**src/sv/vag_pkg.sv**
```systemverilog
// ----------------------------------------------------------------------------
// vag_pkg
// Types and constants shared by the voice activity gate modules.
// ----------------------------------------------------------------------------
package vag_pkg;

    typedef enum logic [1:0] {
        OP_CAPTURE        = 2'd0,
        OP_ARM            = 2'd1,
        OP_BREAK          = 2'd2,
        OP_LISTENER_RESET = 2'd3
    } t_op;

    typedef enum logic [2:0] {
        CFG_MIN_START_LEVEL = 3'd0,
        CFG_START_FRAMES    = 3'd1,
        CFG_END_FRAMES      = 3'd2,
        CFG_WARMUP_FRAMES   = 3'd3,
        CFG_TAIL_FRAMES     = 3'd4,
        CFG_REF_WAIT_LIMIT  = 3'd5
    } t_cfg_idx;

    localparam int CFG_DATA_W = 11;

    localparam logic        [5:0]  RUN_MAX     = 6'd63;
    localparam logic        [7:0]  WAIT_MAX    = 8'd255;
    localparam logic signed [11:0] LEVEL_FLOOR = -12'sd1200;

    typedef struct packed {
        logic signed [10:0] min_start_level;
        logic [5:0]         start_frames;
        logic [5:0]         end_frames;
        logic [5:0]         warmup_frames;
        logic [5:0]         tail_frames;
        logic [7:0]         reference_wait_limit;
    } t_cfg;

    localparam t_cfg CFG_RESET = '{
        min_start_level:      -11'sd400,
        start_frames:         6'd6,
        end_frames:           6'd35,
        warmup_frames:        6'd30,
        tail_frames:          6'd15,
        reference_wait_limit: 8'd50
    };

    typedef struct packed {
        t_op                operation;
        logic               voice_detected;
        logic signed [11:0] mic_level;
        logic               reference_now;
        logic               play_done;
        logic               play_cut;
        logic               render_started;
        logic               output_audible;
    } t_in_item;

    typedef struct packed {
        logic               is_break;
        logic               vad_now;
        logic               speech_start;
        logic               speech_stop;
        logic               voice_pass;
        logic               ref_seen;
        logic signed [11:0] input_level;
        logic               vad_history_reset;
        logic               reference_absent_warn;
    } t_out_item;

endpackage

```
**src/sv/vag_cfg.sv**
```systemverilog
// ----------------------------------------------------------------------------
// vag_cfg
// Configuration register file, written one register per beat.
// ----------------------------------------------------------------------------
module vag_cfg (
    input  logic                  i_clk,
    input  logic                  i_rst_n,
    input  logic                  i_cfg_valid,
    input  logic [2:0]            i_cfg_index,
    input  logic [10:0]           i_cfg_data,
    output logic                  o_cfg_ready,
    output vag_pkg::t_cfg         o_cfg
);
    import vag_pkg::*;

    t_cfg r_cfg;
    t_cfg n_cfg;

    assign o_cfg_ready = 1'b1;
    assign o_cfg       = r_cfg;

    always_comb begin
        n_cfg = r_cfg;
        if (i_cfg_valid) begin
            unique case (t_cfg_idx'(i_cfg_index))
                CFG_MIN_START_LEVEL: n_cfg.min_start_level      = $signed(i_cfg_data);
                CFG_START_FRAMES:    n_cfg.start_frames         = i_cfg_data[5:0];
                CFG_END_FRAMES:      n_cfg.end_frames           = i_cfg_data[5:0];
                CFG_WARMUP_FRAMES:   n_cfg.warmup_frames        = i_cfg_data[5:0];
                CFG_TAIL_FRAMES:     n_cfg.tail_frames          = i_cfg_data[5:0];
                CFG_REF_WAIT_LIMIT:  n_cfg.reference_wait_limit = i_cfg_data[7:0];
                default:             n_cfg = r_cfg;
            endcase
        end
    end

    always_ff @(posedge i_clk) begin
        if (!i_rst_n) begin
            r_cfg <= CFG_RESET;
        end else begin
            r_cfg <= n_cfg;
        end
    end

endmodule

```
**src/sv/vag_core.sv**
```systemverilog
// ----------------------------------------------------------------------------
// vag_core
// Speech run tracking and playback gate state, one frame per advance.
// ----------------------------------------------------------------------------
module vag_core (
    input  logic                  i_clk,
    input  logic                  i_rst_n,
    input  logic                  i_advance,
    input  vag_pkg::t_in_item     i_item,
    input  vag_pkg::t_cfg         i_cfg,
    output logic                  o_has_result,
    output vag_pkg::t_out_item    o_result
);
    import vag_pkg::*;

    logic               r_in_speech,      n_in_speech;
    logic [5:0]         r_voiced_run,     n_voiced_run;
    logic [5:0]         r_silent_run,     n_silent_run;
    logic               r_session_active, n_session_active;
    logic               r_warmup_armed,   n_warmup_armed;
    logic               r_silent_bypass,  n_silent_bypass;
    logic [5:0]         r_warmup_left,    n_warmup_left;
    logic [5:0]         r_tail_left,      n_tail_left;
    logic [7:0]         r_wait_count,     n_wait_count;
    logic signed [11:0] r_dlevel,         n_dlevel;
    logic               r_dref,           n_dref;

    logic admitted;
    logic vad_now;
    logic started;
    logic vend;
    logic suppress;
    logic reset_vad;
    logic warn;
    logic signed [11:0] min_level;

    assign min_level = {i_cfg.min_start_level[10], i_cfg.min_start_level};

    always_comb begin
        n_in_speech      = r_in_speech;
        n_voiced_run     = r_voiced_run;
        n_silent_run     = r_silent_run;
        n_session_active = r_session_active;
        n_warmup_armed   = r_warmup_armed;
        n_silent_bypass  = r_silent_bypass;
        n_warmup_left    = r_warmup_left;
        n_tail_left      = r_tail_left;
        n_wait_count     = r_wait_count;
        n_dlevel         = r_dlevel;
        n_dref           = r_dref;
        admitted         = 1'b0;
        vad_now          = 1'b0;
        started          = 1'b0;
        vend             = 1'b0;
        suppress         = 1'b0;
        reset_vad        = 1'b0;
        warn             = 1'b0;
        o_has_result     = 1'b0;
        o_result         = '0;

        if (i_advance) begin
            unique case (i_item.operation)
                OP_ARM: begin
                    n_session_active = 1'b1;
                    n_warmup_armed   = 1'b1;
                    n_silent_bypass  = 1'b0;
                    n_warmup_left    = '0;
                    n_wait_count     = '0;
                    n_tail_left      = '0;
                end
                OP_LISTENER_RESET: begin
                    n_in_speech  = 1'b0;
                    n_voiced_run = '0;
                    n_silent_run = '0;
                end
                OP_BREAK: begin
                    if (r_session_active) begin
                        n_warmup_armed = 1'b1;
                        n_warmup_left  = '0;
                    end
                    n_dlevel                   = LEVEL_FLOOR;
                    n_dref                     = 1'b0;
                    n_in_speech                = 1'b0;
                    n_voiced_run               = '0;
                    n_silent_run               = '0;
                    o_has_result               = 1'b1;
                    o_result.is_break          = 1'b1;
                    o_result.vad_history_reset = 1'b1;
                end
                OP_CAPTURE: begin
                    n_dref   = i_item.reference_now;
                    admitted = r_in_speech || (r_dlevel >= min_level);
                    vad_now  = i_item.voice_detected && admitted;
                    if (vad_now) begin
                        if (r_voiced_run < RUN_MAX) n_voiced_run = 6'(r_voiced_run + 6'd1);
                        n_silent_run = '0;
                    end else begin
                        if (r_silent_run < RUN_MAX) n_silent_run = 6'(r_silent_run + 6'd1);
                        n_voiced_run = '0;
                    end
                    if (!r_in_speech && n_voiced_run >= i_cfg.start_frames) begin
                        n_in_speech = 1'b1;
                        started     = 1'b1;
                    end else if (r_in_speech && n_silent_run >= i_cfg.end_frames) begin
                        n_in_speech = 1'b0;
                        vend        = 1'b1;
                    end
                    n_dlevel = i_item.mic_level;

                    if (i_item.play_done) begin
                        n_session_active = 1'b0;
                        n_warmup_armed   = 1'b0;
                        n_silent_bypass  = 1'b0;
                        n_warmup_left    = '0;
                        if (i_item.play_cut) begin
                            n_tail_left = '0;
                        end else begin
                            n_tail_left = i_cfg.tail_frames;
                            suppress    = 1'b1;
                        end
                    end else if (r_silent_bypass && i_item.output_audible) begin
                        n_silent_bypass = 1'b0;
                        n_warmup_armed  = 1'b1;
                        n_wait_count    = '0;
                        suppress        = 1'b1;
                    end else if (r_warmup_armed) begin
                        suppress = 1'b1;
                        if (!i_item.render_started) begin
                            n_wait_count = '0;
                        end else if (!i_item.output_audible) begin
                            n_warmup_armed  = 1'b0;
                            n_silent_bypass = 1'b1;
                            n_wait_count    = '0;
                            suppress        = 1'b0;
                        end else if (r_dref) begin
                            n_warmup_armed = 1'b0;
                            n_warmup_left  = i_cfg.warmup_frames;
                            n_wait_count   = '0;
                        end else if (r_wait_count < WAIT_MAX) begin
                            n_wait_count = 8'(r_wait_count + 8'd1);
                            warn = (n_wait_count == i_cfg.reference_wait_limit);
                        end
                    end

                    if (n_warmup_left != '0) begin
                        suppress      = 1'b1;
                        n_warmup_left = 6'(n_warmup_left - 6'd1);
                        if (n_warmup_left == '0) reset_vad = 1'b1;
                    end
                    if (n_tail_left != '0) begin
                        suppress    = 1'b1;
                        n_tail_left = 6'(n_tail_left - 6'd1);
                        if (n_tail_left == '0) reset_vad = 1'b1;
                    end
                    if (reset_vad) begin
                        n_in_speech  = 1'b0;
                        n_voiced_run = '0;
                        n_silent_run = '0;
                    end

                    o_has_result                   = 1'b1;
                    o_result.vad_now               = vad_now;
                    o_result.speech_start          = started;
                    o_result.speech_stop           = vend;
                    o_result.voice_pass            = vad_now && !suppress;
                    o_result.ref_seen              = r_dref;
                    o_result.input_level           = r_dlevel;
                    o_result.vad_history_reset     = reset_vad;
                    o_result.reference_absent_warn = warn;
                end
                default: o_has_result = 1'b0;
            endcase
        end
    end

    always_ff @(posedge i_clk) begin
        if (!i_rst_n) begin
            r_in_speech      <= 1'b0;
            r_voiced_run     <= '0;
            r_silent_run     <= '0;
            r_session_active <= 1'b0;
            r_warmup_armed   <= 1'b0;
            r_silent_bypass  <= 1'b0;
            r_warmup_left    <= '0;
            r_tail_left      <= '0;
            r_wait_count     <= '0;
            r_dlevel         <= LEVEL_FLOOR;
            r_dref           <= 1'b0;
        end else begin
            r_in_speech      <= n_in_speech;
            r_voiced_run     <= n_voiced_run;
            r_silent_run     <= n_silent_run;
            r_session_active <= n_session_active;
            r_warmup_armed   <= n_warmup_armed;
            r_silent_bypass  <= n_silent_bypass;
            r_warmup_left    <= n_warmup_left;
            r_tail_left      <= n_tail_left;
            r_wait_count     <= n_wait_count;
            r_dlevel         <= n_dlevel;
            r_dref           <= n_dref;
        end
    end

    a_break_clears: assert property (@(posedge i_clk) disable iff (!i_rst_n)
        i_advance && i_item.operation == OP_BREAK
        |=> !r_in_speech && r_voiced_run == '0 && r_dlevel == LEVEL_FLOOR && !r_dref)
        else $error("break beat left speech or delay state behind");

    a_start_sets_speech: assert property (@(posedge i_clk) disable iff (!i_rst_n)
        o_has_result && o_result.speech_start && !o_result.vad_history_reset
        |=> r_in_speech)
        else $error("speech start not recorded");

    a_arm_sets_gate: assert property (@(posedge i_clk) disable iff (!i_rst_n)
        i_advance && i_item.operation == OP_ARM
        |=> r_session_active && r_warmup_armed && r_wait_count == '0 && r_tail_left == '0)
        else $error("arm beat did not arm the playback gate");

    a_no_result_ops: assert property (@(posedge i_clk) disable iff (!i_rst_n)
        o_has_result |-> i_advance
            && (i_item.operation == OP_CAPTURE || i_item.operation == OP_BREAK))
        else $error("result produced without a capture or break beat");

endmodule

```
**src/sv/voice_activity_gate.sv**
```systemverilog
// ----------------------------------------------------------------------------
// voice_activity_gate
// Per-frame speech start/end detection with a playback echo gate.
// ----------------------------------------------------------------------------
// Path: the input register, then the result register; a stalled result port holds both.
// Throughput: one input beat per cycle unless stalled; arm and listener-reset give no result.
// Each frame's state update is one pass of logic in the core between the two registers.
// Reset: synchronous, active low; clears state and loads register defaults.
module voice_activity_gate (
    input  logic                  i_clk,
    input  logic                  i_rst_n,
    input  logic                  i_in_valid,
    output logic                  o_in_ready,
    input  vag_pkg::t_in_item     i_in_data,
    output logic                  o_out_valid,
    input  logic                  i_out_ready,
    output vag_pkg::t_out_item    o_out_data,
    input  logic                  i_cfg_valid,
    output logic                  o_cfg_ready,
    input  logic [2:0]            i_cfg_index,
    input  logic [10:0]           i_cfg_data
);
    import vag_pkg::*;

    logic      r_in_vld;
    t_in_item  r_in_item;
    logic      r_out_vld;
    t_out_item r_out_item;

    t_cfg      cfg;
    logic      advance;
    logic      out_free;
    logic      has_result;
    t_out_item result;

    assign out_free    = !r_out_vld || i_out_ready;
    assign advance     = r_in_vld && out_free;
    assign o_in_ready  = !r_in_vld || advance;
    assign o_out_valid = r_out_vld;
    assign o_out_data  = r_out_item;

    vag_cfg u_cfg (
        .i_clk       (i_clk),
        .i_rst_n     (i_rst_n),
        .i_cfg_valid (i_cfg_valid),
        .i_cfg_index (i_cfg_index),
        .i_cfg_data  (i_cfg_data),
        .o_cfg_ready (o_cfg_ready),
        .o_cfg       (cfg)
    );

    vag_core u_core (
        .i_clk        (i_clk),
        .i_rst_n      (i_rst_n),
        .i_advance    (advance),
        .i_item       (r_in_item),
        .i_cfg        (cfg),
        .o_has_result (has_result),
        .o_result     (result)
    );

    always_ff @(posedge i_clk) begin
        if (!i_rst_n) begin
            r_in_vld  <= 1'b0;
            r_out_vld <= 1'b0;
        end else begin
            if (o_in_ready) begin
                r_in_vld <= i_in_valid;
            end
            if (out_free) begin
                r_out_vld <= advance && has_result;
            end
        end
    end

    always_ff @(posedge i_clk) begin
        if (o_in_ready && i_in_valid) begin
            r_in_item <= i_in_data;
        end
        if (advance && has_result) begin
            r_out_item <= result;
        end
    end

endmodule

```
**config.mk**
```make
export PLATFORM = sky130hd
export DESIGN_NAME = voice_activity_gate
export DESIGN_NICKNAME = d
export VERILOG_FILES = /design/src/sv/vag_pkg.sv /design/src/sv/vag_cfg.sv /design/src/sv/vag_core.sv /design/src/sv/voice_activity_gate.sv
export SDC_FILE = /design/constraint.sdc
export NUM_CORES = 1
export LEC_CHECK = 0
export BUFFER_PORTS_ARGS = -buffer_cell sky130_fd_sc_hd__buf_4
export CAP_MARGIN = 10
export CORE_MARGIN = 5
export CORE_UTILIZATION = 55
export DETAILED_ROUTE_END_ITERATION = 7
export PLACE_DENSITY = 0.75
export RECOVER_POWER = 25
export SYNTH_ARGS = -nofsm -noshare
export SYNTH_HDL_FRONTEND = slang
export SYNTH_SLANG_ARGS = --single-unit
```
**constraint.sdc**
```tcl
create_clock -name i_clk -period 6.1 [get_ports i_clk]
set_clock_uncertainty 0.05 [all_clocks]
set_input_delay 1.22 -clock i_clk [delete_from_list [all_inputs] [get_ports i_clk]]
set_output_delay 1.22 -clock i_clk [all_outputs]
set_load 0.05 [all_outputs]
```
==> results of run 1 <==
[routing by layer]
metal	vias to the layer above	global-route usage, %	routed length, um
met5	-	0	0
met4	0	6.52	198
met3	15	5.43	1080
met2	203	36.6	7760
met1	2627	30.2	6970
li1	2677	-	-
[through the flow]
stage	setup slack [ns]	cells	cell area, um2	util, %	power [mW]
5_1_grt	2.13	942	7810	65.0	2.17
6_report	2.32	942	7810	65.0	2.09
2_1_floorplan	2.85	734	6750	-	1.07
3_5_place_dp	2.30	910	7250	60.4	1.13
4_1_cts	2.41	942	7820	65.1	2.11
3_3_place_gp	2.54	910	7250	60.4	1.13
[layout make-up]
| cell class | instances | area, um2 | area share [%] |
|---|---|---|---|
| Multi-Input combinational cell | 535 | 3400 | 43.5 |
| Inverter | 32 | 120 | 1.54 |
| Tap cell | 147 | 184 | 2.36 |
| Sequential cell | 134 | 3080 | 39.5 |
| Clock inverter | 14 | 129 | 1.65 |
| Timing Repair Buffer | 62 | 454 | 5.82 |
| Clock buffer | 18 | 439 | 5.63 |
[cells in the mapped netlist, types with 11 or more instances]
| cell type | instances |
|---|---|
| edfxtp_1 | 40 |
| a21boi_0 | 21 |
| dfxtp_1 | 94 |
| o21ai_0 | 36 |
| nor3_1 | 15 |
| a31oi_1 | 16 |
| inv_1 | 30 |
| nor2_1 | 65 |
| mux2i_1 | 28 |
| a21oi_1 | 22 |
| and2_1 | 11 |
| ha_1 | 31 |
| nand2_1 | 91 |
| nand3_1 | 31 |
| clkbuf_1 | 23 |
| nor2b_1 | 32 |
| and3_1 | 17 |
| xnor2_1 | 17 |
[worst max-delay path: stages (launching register included)]
cell,delay [ns]
edfxtp_1,0.46
nand3b_4,0.13
or2_1,0.33
mux2i_1,0.15
nor2_1,0.21
inv_1,0.08
ha_1,0.24
inv_1,0.12
o31a_1,0.12
mux2_2,0.14
a21oi_1,0.08
and4_4,0.20
nor4_4,0.94
nor4b_2,0.35
a21o_1,0.12
[registers in the layout, indices dropped and copies added, names as in the netlist]
register	flops
r_in_vld	1
u_core.r_in_speech	1
u_core.r_warmup_armed	1
u_core.r_tail_left	6
r_in_item	20
u_cfg.o_cfg	43
o_out_data	20
u_core.r_dref	1
u_core.r_silent_run	6
o_out_valid	1
u_core.r_voiced_run	6
u_core.r_wait_count	8
u_core.r_dlevel	12
u_core.r_session_active	1
u_core.r_silent_bypass	1
u_core.r_warmup_left	6
[where the power goes]
part | leakage (nW) | internal (mW) | switching [mW]
Sequential | 1.15 | 0.940 | 0.0176
Clock | 0.273 | 0.549 | 0.433
Combinational | 1.70 | 0.0602 | 0.0957
Total | 3.12 | 1.55 | 0.546
[logic make-up after synthesis]
| group | count (synthesis) | synth area share [%] |
|---|---|---|
| compound gates | 153 | 15.0 |
| flops | 134 | 45.7 |
| mux | 31 | 4.66 |
| buf+inv | 65 | 3.93 |
| simple gates | 296 | 21.9 |
| fa+ha+maj | 31 | 5.75 |
| xor+xnor | 23 | 2.99 |
| other cells | 1 | 0.0556 |
[worst paths after layout]
check	from	end	cells after the start
min	u_cfg.o_cfg[40]	u_cfg.o_cfg[40]	2
min reg2reg	u_cfg.o_cfg[40]	u_cfg.o_cfg[40]	2
max reg2reg	r_in_item[0]	u_core.r_silent_run[0]	14
max	r_in_item[0]	u_core.r_silent_run[0]	14
==> flow_summary_export.csv, run 1 <==
group,metric,value,unit
floorplanning,core_area,12000,um2
floorplanning,dieHeight,121,um
layout,final.fill_count,999,
hold_path,worst_hold_path_type,"reg -> reg",
logic_synthesis,yosysWarnings,0,
sta,min_period,3.78,ns
layout,most_common_cell_after_layout_fill_and_taps_aside,"dfxtp_1",
placed_design,quantity_of_i_o_buffers_inserted_on_ports,60,
sta,drv_slew,0,
floorplanning,die-width,121,um
route,via_count,5522,
logic_synthesis,synth_top_cell_area_share,27.9,%
setup_path,cp_data_arrival_time,4.09,ns
logic_synthesis,yosysUniqueCellTypes,63,
route,via_per_inst,5.86,
setup_path,crit_required,6.42,ns
grt,groute.usage.overall,22.6,%
placed_design,place_hpwl,11300,um
sta,worstMarginPinSlew,1.20,ns
floorplanning,initial_core_util,56.2,%
layout,final_net_count,852,
setup_path,crit_type,"reg -> reg",
setup_path,critical_path.startpoint_type,"flop",
logic_synthesis,postSynth.topFlopCell,"dfxtp_1",
power_and_ir_drop,worst_ir_drop_vdd,0.000225,V
cts,post-cts-setup-buffer-count,0,
power_and_ir_drop,p_per_area,268,nW/um2
route,drt-initial-drc-count,516,
grt,antenna_found_initial,0,
grt,grt_start_max_net_pins,85,
cts,clkTransAtPathRegs,0.06,ns
logic_synthesis,synth_edf_count,40,
grt,grt_pass1_wl,26000,um
grt,grt-ovfl-total,0,
flow_run,max_cap_viol_count,0,
logic_synthesis,synth-seq-area-share,45.7,%
layout,syn_to_final_growth,15.7,%
sta,setup_total_negative_slack,0,ns
logic_synthesis,ys_seq_elements,134,
logic_synthesis,synthesized_netlist_cell_count,734,
cts,cts_htree_levels,4,
layout,drive_above_1_share,13.5,%
floorplanning,total_i_o_pin_count,62,
route,finalWirelength,16000,um
route,drt_drc_violations_left,0,
status,result_of_the_run,"finished, final reports clean",
sta,setup_viol,0,
floorplanning,die_area,14600,um2
route,final_antenna_net_count,0,
setup_path,timing.critical_path.to_type,"flop",
sta,min_period_over_period,61.9,%
cts,cts_inserted_buffers,17,
sta,unrepaired_setup_endpoints_after_global_routing,"no",
cts,post_cts_resize_count,0,
logic_synthesis,synthArstFlopShare,0,%
route,drt-pass1-iter-count,5,
cts,number_of_buffers_inserted_by_hold_repair_at_cts,0,
power_and_ir_drop,power.static_leakage,3.12,nW
route,post_drt_wl_per_cell,17.0,um
setup_path,ff2ff_setup_slack,2.32,ns
layout,antenna_cells,0,
floorplanning,std_cell_rows,40,
sta,hold_viol,0,
logic_synthesis,synth_largest_area_cell,"dfxtp_1",
logic_synthesis,synth_area_per_cell,9.19,um2
setup_path,critical_path_peak_fanout,22,
sta,hold-worst-slack,0.415,ns
layout,final_cell_mix,"dfxtp_1 (94), nand2_1 (91), nor2_1 (65), edfxtp_1 (40), buf_4 (39)",
logic_synthesis,postSynthNetCount,804,
logic_synthesis,synthesis.area,6750,um2
logic_synthesis,yosys-top-cells-area,"dfxtp_1 (28%), edfxtp_1 (18%), ha_1 (5.8%)",
cts,cts.sink_count,134,
cts,clock_insertion_delay_worst_skew,0.42,ns
grt,first_global_vias,5188,
cts,cts_tree,"done",
cts,clockRootBuffer,"clkbuf_16",
sta,fmax,265,MHz
sta,worst_slew_margin_rel,19.2,%
placed_design,place_congestion,0.856,
cts,clk_path_buf_depth,2,
Power figures use the tool's default switching activity.
==> inputs of run 2 (changes only) <==
Clock period 6.1 ns to 3.5 ns, I/O delays scaled along.
==> run 2 against run 1 <==
Compared with the run above: sequential share of layout area down 0.50 points; register-to-register slack worse by 2.1 ns; final area up 1.3%; utilization up 0.83 points; largest cell class unchanged.
==> flow_summary_export.csv, run 2 (synthesized netlist as in run 1, its figures left out) <==
group,metric,value,unit
route,post_drt_wl_per_cell,16.8,um
setup_path,crit_chain,"nand3b_4 -> or2_4 -> mux2_2 -> nand2_1 -> ha_1 -> inv_1 -> o31a_1 -> mux2_2 -> a21oi_1 -> and4_4 -> nor4_4 -> a31o_1 -> a32o_1",
cts,clock_insertion_delay_worst_skew,0.42,ns
floorplanning,die_area,14600,um2
route,drt_drc_violations_left,0,
hold_path,worst_hold_path_type,"in -> reg",
setup_path,timing.critical_path.slowest_cell_delay,0.45,ns
setup_path,crit_type,"reg -> reg",
route,via_count,5506,
floorplanning,dieHeight,121,um
floorplanning,initial_core_util,56.2,%
sta,final_worst_setup_slack,0.190,ns
sta,unrepaired_setup_endpoints_after_global_routing,"no",
layout,final_cell_mix,"dfxtp_1 (94), nand2_1 (91), nor2_1 (65), buf_4 (52), edfxtp_1 (40)",
sta,worstMarginPinSlew,1.42,ns
layout,multi_input_comb_area,3420,um2
floorplanning,std_cell_rows,40,
layout,syn_to_final_growth,17.2,%
cts,cts_htree_levels,4,
route,drt-initial-drc-count,571,
placed_design,place_hpwl,11300,um
placed_design,dp_slack,-0.129,ns
setup_path,worst_path_most_repeated_cell,"mux2_2",
power_and_ir_drop,p_per_area,454,nW/um2
grt,first_global_vias,5397,
sta,min_period_over_period,94.6,%
layout,seq_area,3080,um2
placed_design,place_congestion,0.885,
grt,grt_pass1_wl,26600,um
layout,antenna_cells,0,
power_and_ir_drop,power.static_leakage,3.17,nW
layout,final.fill_count,967,
sta,drv_slew,0,
layout,drive_above_1_share,15.1,%
sta,setup_total_negative_slack,0,ns
grt,antenna_found_initial,0,
grt,grt_start_max_net_pins,84,
sta,min_period,3.31,ns
setup_path,critical_path.startpoint_type,"flop",
cts,cts_inserted_buffers,17,
power_and_ir_drop,worst_ir_drop_vdd,0.000339,V
setup_path,crit_family,"simple AND/OR/NAND/NOR gates",
grt,grt-ovfl-total,0,
route,final_antenna_net_count,0,
cts,clkTransAtPathRegs,0.06,ns
flow_run,max_cap_viol_count,0,
layout,final_net_count,865,
setup_path,cp_data_arrival_time,3.57,ns
cts,cts.sink_count,134,
sta,hold-worst-slack,0.424,ns
sta,hold_viol,0,
floorplanning,die-width,121,um
cts,clk_path_buf_depth,2,
setup_path,crit_path_top_delay_cell,"edfxtp_1",
route,via_per_inst,5.77,
cts,cts_tree,"done",
sta,worst_slew_margin_rel,5.15,%
setup_path,critical_path.n_buffers_inverters,1,
floorplanning,total_i_o_pin_count,62,
setup_path,crit_required,3.76,ns
sta,fmax,302,MHz
floorplanning,core_area,12000,um2
sta,setup_viol,0,
route,finalWirelength,16000,um
placed_design,quantity_of_i_o_buffers_inserted_on_ports,60,
layout,most_common_cell_after_layout_fill_and_taps_aside,"dfxtp_1",
grt,groute.usage.overall,22.9,%
layout,largest_reg_flops,43,
status,result_of_the_run,"finished, final reports clean",
setup_path,critical_path_peak_fanout,8,
cts,clockRootBuffer,"clkbuf_16",
setup_path,timing.critical_path.to_type,"flop",
route,drt-pass1-iter-count,5,
==> run 2: cell types whose count changed in the layout (fill, tap and decap cells not counted), sizes merged <==
cell / before / now
nor4: 5 / 6
clkinvlp: 3 / 4
inv: 42 / 36
clkinv: 1 / 5
buf: 39 / 52
==> run 2: routing by layer <==
metal / wire, um / GRT usage [%] / up-vias
li1: - / - / 2719
met1: 7450 / 30.9 / 2594
met2: 7440 / 36.5 / 162
met3: 840 / 5.47 / 31
met4: 294 / 7.51 / 0
met5: 0 / 0 / -
==> run 2: worst reg2reg max path, cell delays in order (launching register included) <==
cell and delay (ns):
edfxtp_1 0.45, nand3b_4 0.13, or2_4 0.30, mux2_2 0.27, nand2_1 0.11, ha_1 0.21, inv_1 0.10, o31a_1 0.25
mux2_2 0.26, a21oi_1 0.21, and4_4 0.31, nor4_4 0.08, a31o_1 0.26, a32o_1 0.20
==> run 2: per-stage QoR <==
stage / cells / util [%] / instance area, um2 / total power, mW
final: 955 / 65.8 / 7910 / 3.59
after global routing: 955 / 65.8 / 7910 / 3.72
after CTS: 953 / 65.7 / 7890 / 3.62
after detailed placement: 920 / 61.0 / 7320 / 1.98
after global placement: 920 / 61.0 / 7320 / 1.97
after floorplan: 734 / - / 6750 / 1.87
==> run 2: what timing repair did <==
item                                    in CTS  in global routing
endpoints found under the setup margin      12                 11
hold buffers                                 0                  0
pin swaps                                    1                  0
buffers inserted                             0                  2
gates cloned                                 1                  0
gates resized for setup                      0                  2
==> run 2: area by class of cell <==
| type | count | area share, % |
|---|---|---|
| clock buffer | 19 | 5.73 |
| timing repair buffer | 74 | 6.95 |
| inverter | 32 | 1.52 |
| multi-input combinational | 536 | 43.3 |
| tap | 147 | 2.33 |
| clock inverter | 13 | 1.22 |
| sequential | 134 | 39.0 |
==> run 2: power breakdown <==
| part | switching [mW] | leakage, nW | internal (mW) |
|---|---|---|---|
| logic | 0.173 | 1.76 | 0.114 |
| registers | 0.0270 | 1.15 | 1.64 |
| clock network | 0.694 | 0.260 | 0.947 |
==> run 2: path summary, 6_finish.rpt <==
kind / startpoint / endpoint / slack (ns) / depth (start not counted)
max: r_in_item[0] / u_core.r_voiced_run[1] / 0.19 / 13
min: i_in_data[15] / r_in_item[15] / 0.42 / 1
max reg2reg: r_in_item[0] / u_core.r_voiced_run[1] / 0.19 / 13
min reg2reg: u_core.r_dlevel[0] / u_core.r_dlevel[0] / 0.42 / 2
==> inputs of run 3 (changes only) <==
Settings changed: SYNTH_HIERARCHICAL set to 1.
==> run 3 against run 2 <==
Compared with the run above: the flow now finishes with violations (max-capacitance violations, max-slew violations); count of clock-buffer cells in the layout stayed put; non-clock buffer count is 2 higher; utilization is 0.91 points lower; via count is 0.84% higher; hold slack worse by 0.012 ns; setup slack better by 0.12 ns; register-to-register slack better by 0.12 ns; fmax is 3.7% higher; first-iteration DRC count is 39% lower; global-route usage is 0.20 points higher; sequential share of layout area is 1.1 points lower; final area is 2.8% higher.
==> flow_summary_export.csv, run 3 <==
group,metric,value,unit
status,result_of_the_run,"finished, violations left",
status,violations,"max-capacitance violations, max-slew violations",
route,finalWirelength,16900,um
sta,hold-worst-slack,0.411,ns
layout,most_common_cell_after_layout_fill_and_taps_aside,"dfxtp_1",
sta,min_period,3.19,ns
sta,setup_viol,0,
placed_design,placedInstanceArea,7580,um2
power_and_ir_drop,worst_ir_drop_vdd,0.000298,V
sta,min_period_over_period,91.2,%
route,via_per_inst,5.64,
sta,final_worst_setup_slack,0.309,ns
grt,grt_pass1_wl,26800,um
cts,cts_tree,"done",
placed_design,place_congestion,0.956,
setup_path,cp_data_arrival_time,3.46,ns
sta,drv_slew,6,
placed_design,dp_slack,0.163,ns
logic_synthesis,synth_area_per_cell,9.45,um2
floorplanning,initial_core_util,55.8,%
logic_synthesis,yosysWarnings,6,
logic_synthesis,synth.top_cells.by_count,"dfxtp_1 (94), nand2_1 (90), nor2_1 (53)",
logic_synthesis,yosys-top-cells-area,"dfxtp_1 (27%), edfxtp_1 (17%), mux2i_1 (6.9%)",
floorplanning,core_area,12500,um2
layout,drive_above_1_share,15.0,%
hold_path,worst_hold_path_type,"reg -> reg",
logic_synthesis,synthesis.area,6980,um2
route,post_drt_wl_per_cell,17.2,um
logic_synthesis,synth_top_cell_area_share,26.9,%
floorplanning,total_i_o_pin_count,62,
power_and_ir_drop,p_per_area,446,nW/um2
cts,clock_insertion_delay_worst_skew,0.42,ns
grt,grt-ovfl-total,0,
placed_design,quantity_of_i_o_buffers_inserted_on_ports,60,
grt,met3_use_gr,5.44,%
setup_path,critical_path_peak_fanout,11,
route,via_count,5552,
logic_synthesis,synth_edf_count,40,
setup_path,timing.critical_path.to_type,"flop",
route,drt-pass1-iter-count,4,
route,drt_drc_violations_left,0,
cts,clockRootBuffer,"clkbuf_16",
sta,setup_total_negative_slack,0,ns
logic_synthesis,synth_largest_area_cell,"dfxtp_1",
grt,first_global_vias,5496,
logic_synthesis,synth_most_common_cell,"dfxtp_1",
logic_synthesis,synthArstFlopShare,0,%
grt,groute.usage.overall,23.1,%
layout,stdcell_area,8130,um2
cts,clk_path_buf_depth,2,
setup_path,critical_path.startpoint_type,"flop",
logic_synthesis,synth-seq-area-share,44.1,%
route,drt-initial-drc-count,350,
layout,multi_input_comb_area,3590,um2
floorplanning,dieHeight,123,um
cts,cts_inserted_buffers,17,
sta,worstMarginPinSlew,1.82,ns
floorplanning,die_area,15000,um2
flow_run,max_cap_viol_count,1,
sta,fmax,313,MHz
layout,syn_to_final_growth,16.4,%
floorplanning,std_cell_rows,41,
grt,grt_start_max_net_pins,85,
power_and_ir_drop,power.static_leakage,3.23,nW
logic_synthesis,postSynth.topFlopCell,"dfxtp_1",
logic_synthesis,ys_seq_elements,134,
layout,antenna_cells,0,
route,final_antenna_net_count,0,
cts,number_of_buffers_inserted_by_hold_repair_at_cts,0,
logic_synthesis,synthesized_netlist_cell_count,739,
logic_synthesis,postSynthNetCount,809,
cts,clkTransAtPathRegs,0.06,ns
setup_path,crit_type,"reg -> reg",
sta,hold_viol,0,
setup_path,crit_required,3.76,ns
grt,antenna_found_initial,0,
power_and_ir_drop,total_power,3.62,mW
layout,seq_area,3080,um2
cts,cts_htree_levels,4,
layout,final_net_count,869,
grt,grt.met1_usage,27.6,%
sta,unrepaired_setup_endpoints_after_global_routing,"no",
floorplanning,die-width,123,um
grt,global_route.peak_usage_layer,"met2",
cts,cts.sink_count,134,
logic_synthesis,yosysUniqueCellTypes,78,
layout,final.fill_count,1070,
layout,largest_reg_flops,43,
grt,global_route.usage.met2,40.0,%
placed_design,place_hpwl,12500,um
layout,final_cell_mix,"dfxtp_1 (94), nand2_1 (90), nor2_1 (52), buf_4 (50), mux2i_1 (48)",
sta,worst_slew_margin_rel,-23.3,%
==> run 3: changes by cell type after synthesis, moves of 5 or more <==
cell and change:
a31oi_1 -9, nor2_1 -12, nor2b_1 +5, o31ai_1 -5, nand3b_1 +9, nand3_1 -14, o211ai_1 -7, a21oi_1 +6
mux2i_1 +20, xor2_1 +7, a21boi_0 -10, xnor2_1 -6
==> run 3: layout make-up <==
cell class,instances,area share [%]
clock inverter,13,1.62
multi-input combinational,537,44.2
sequential,134,37.9
inverter,33,1.52
tap,172,2.65
timing repair buffer,76,6.76
clock buffer,19,5.33
==> run 3: worst max-delay path, cell delays in order, from the launching register on <==
cell      delay (ns)
dfxtp_1         0.45
nand2_1         0.23
nor2_4          0.22
mux2_2          0.35
nand2_1         0.11
ha_1            0.25
a221oi_1        0.11
a41oi_1         0.24
nand3_1         0.19
o311a_4         0.45
a21o_2          0.22
a22o_2          0.20
==> run 3: path summary, 6_finish.rpt <==
| kind | slack [ns] | to | depth (start not counted) | startpoint |
|---|---|---|---|---|
| max | 0.31 | u_core/r_silent_run[2] | 11 | u_core/r_dref |
| min | 0.41 | u_cfg/o_cfg[29] | 2 | u_cfg/o_cfg[29] |
| max reg2reg | 0.31 | u_core/r_silent_run[2] | 11 | u_core/r_dref |
| min reg2reg | 0.41 | u_cfg/o_cfg[29] | 2 | u_cfg/o_cfg[29] |
==> run 3: cells by family (layout without fill, tap and decap cells) <==
group	count (synthesis)	after routing	share of synthesized area, %
xor gates and xnor gates	24	24	3.01
adders and majority gates	31	31	5.55
DFF	134	134	44.1
AOI/OAI and AO/OA	141	141	13.9
and+or+nand+nor	291	291	22.0
other	1	1	0.0537
buffers and inverters	68	141	4.37
muxes	49	49	7.04
==> run 3: what timing repair did <==
item / 4_1_cts / 5_1_grt
endpoints found under the setup margin: 0 / 1
setup buffers: 0 / 2
endpoints found under the hold margin: 0 / 0
gates resized for setup: 0 / 3
==> run 3: power by group <==
part           switching (mW)  leakage, nW  total [mW]  internal [mW]
Clock                   0.663        0.269        1.71           1.04
Combinational           0.152         1.84       0.260          0.108
Sequential             0.0254         1.12        1.66           1.63
Total                   0.841         3.23        3.62           2.78
==> run 3: through the flow <==
step / instances / util [%]
final: 984 / 64.9
after floorplan: 739 / -
after global placement: 950 / 60.5
after CTS: 982 / 65.1
after detailed placement: 950 / 60.5
after global routing: 984 / 64.9
==> run 3: routing by layer <==
metal | part of all wire, % | wire [um]
met1 | 43 | 7280
met2 | 51 | 8580
met3 | 4.0 | 678
met4 | 2.4 | 400
met5 | 0 | 0
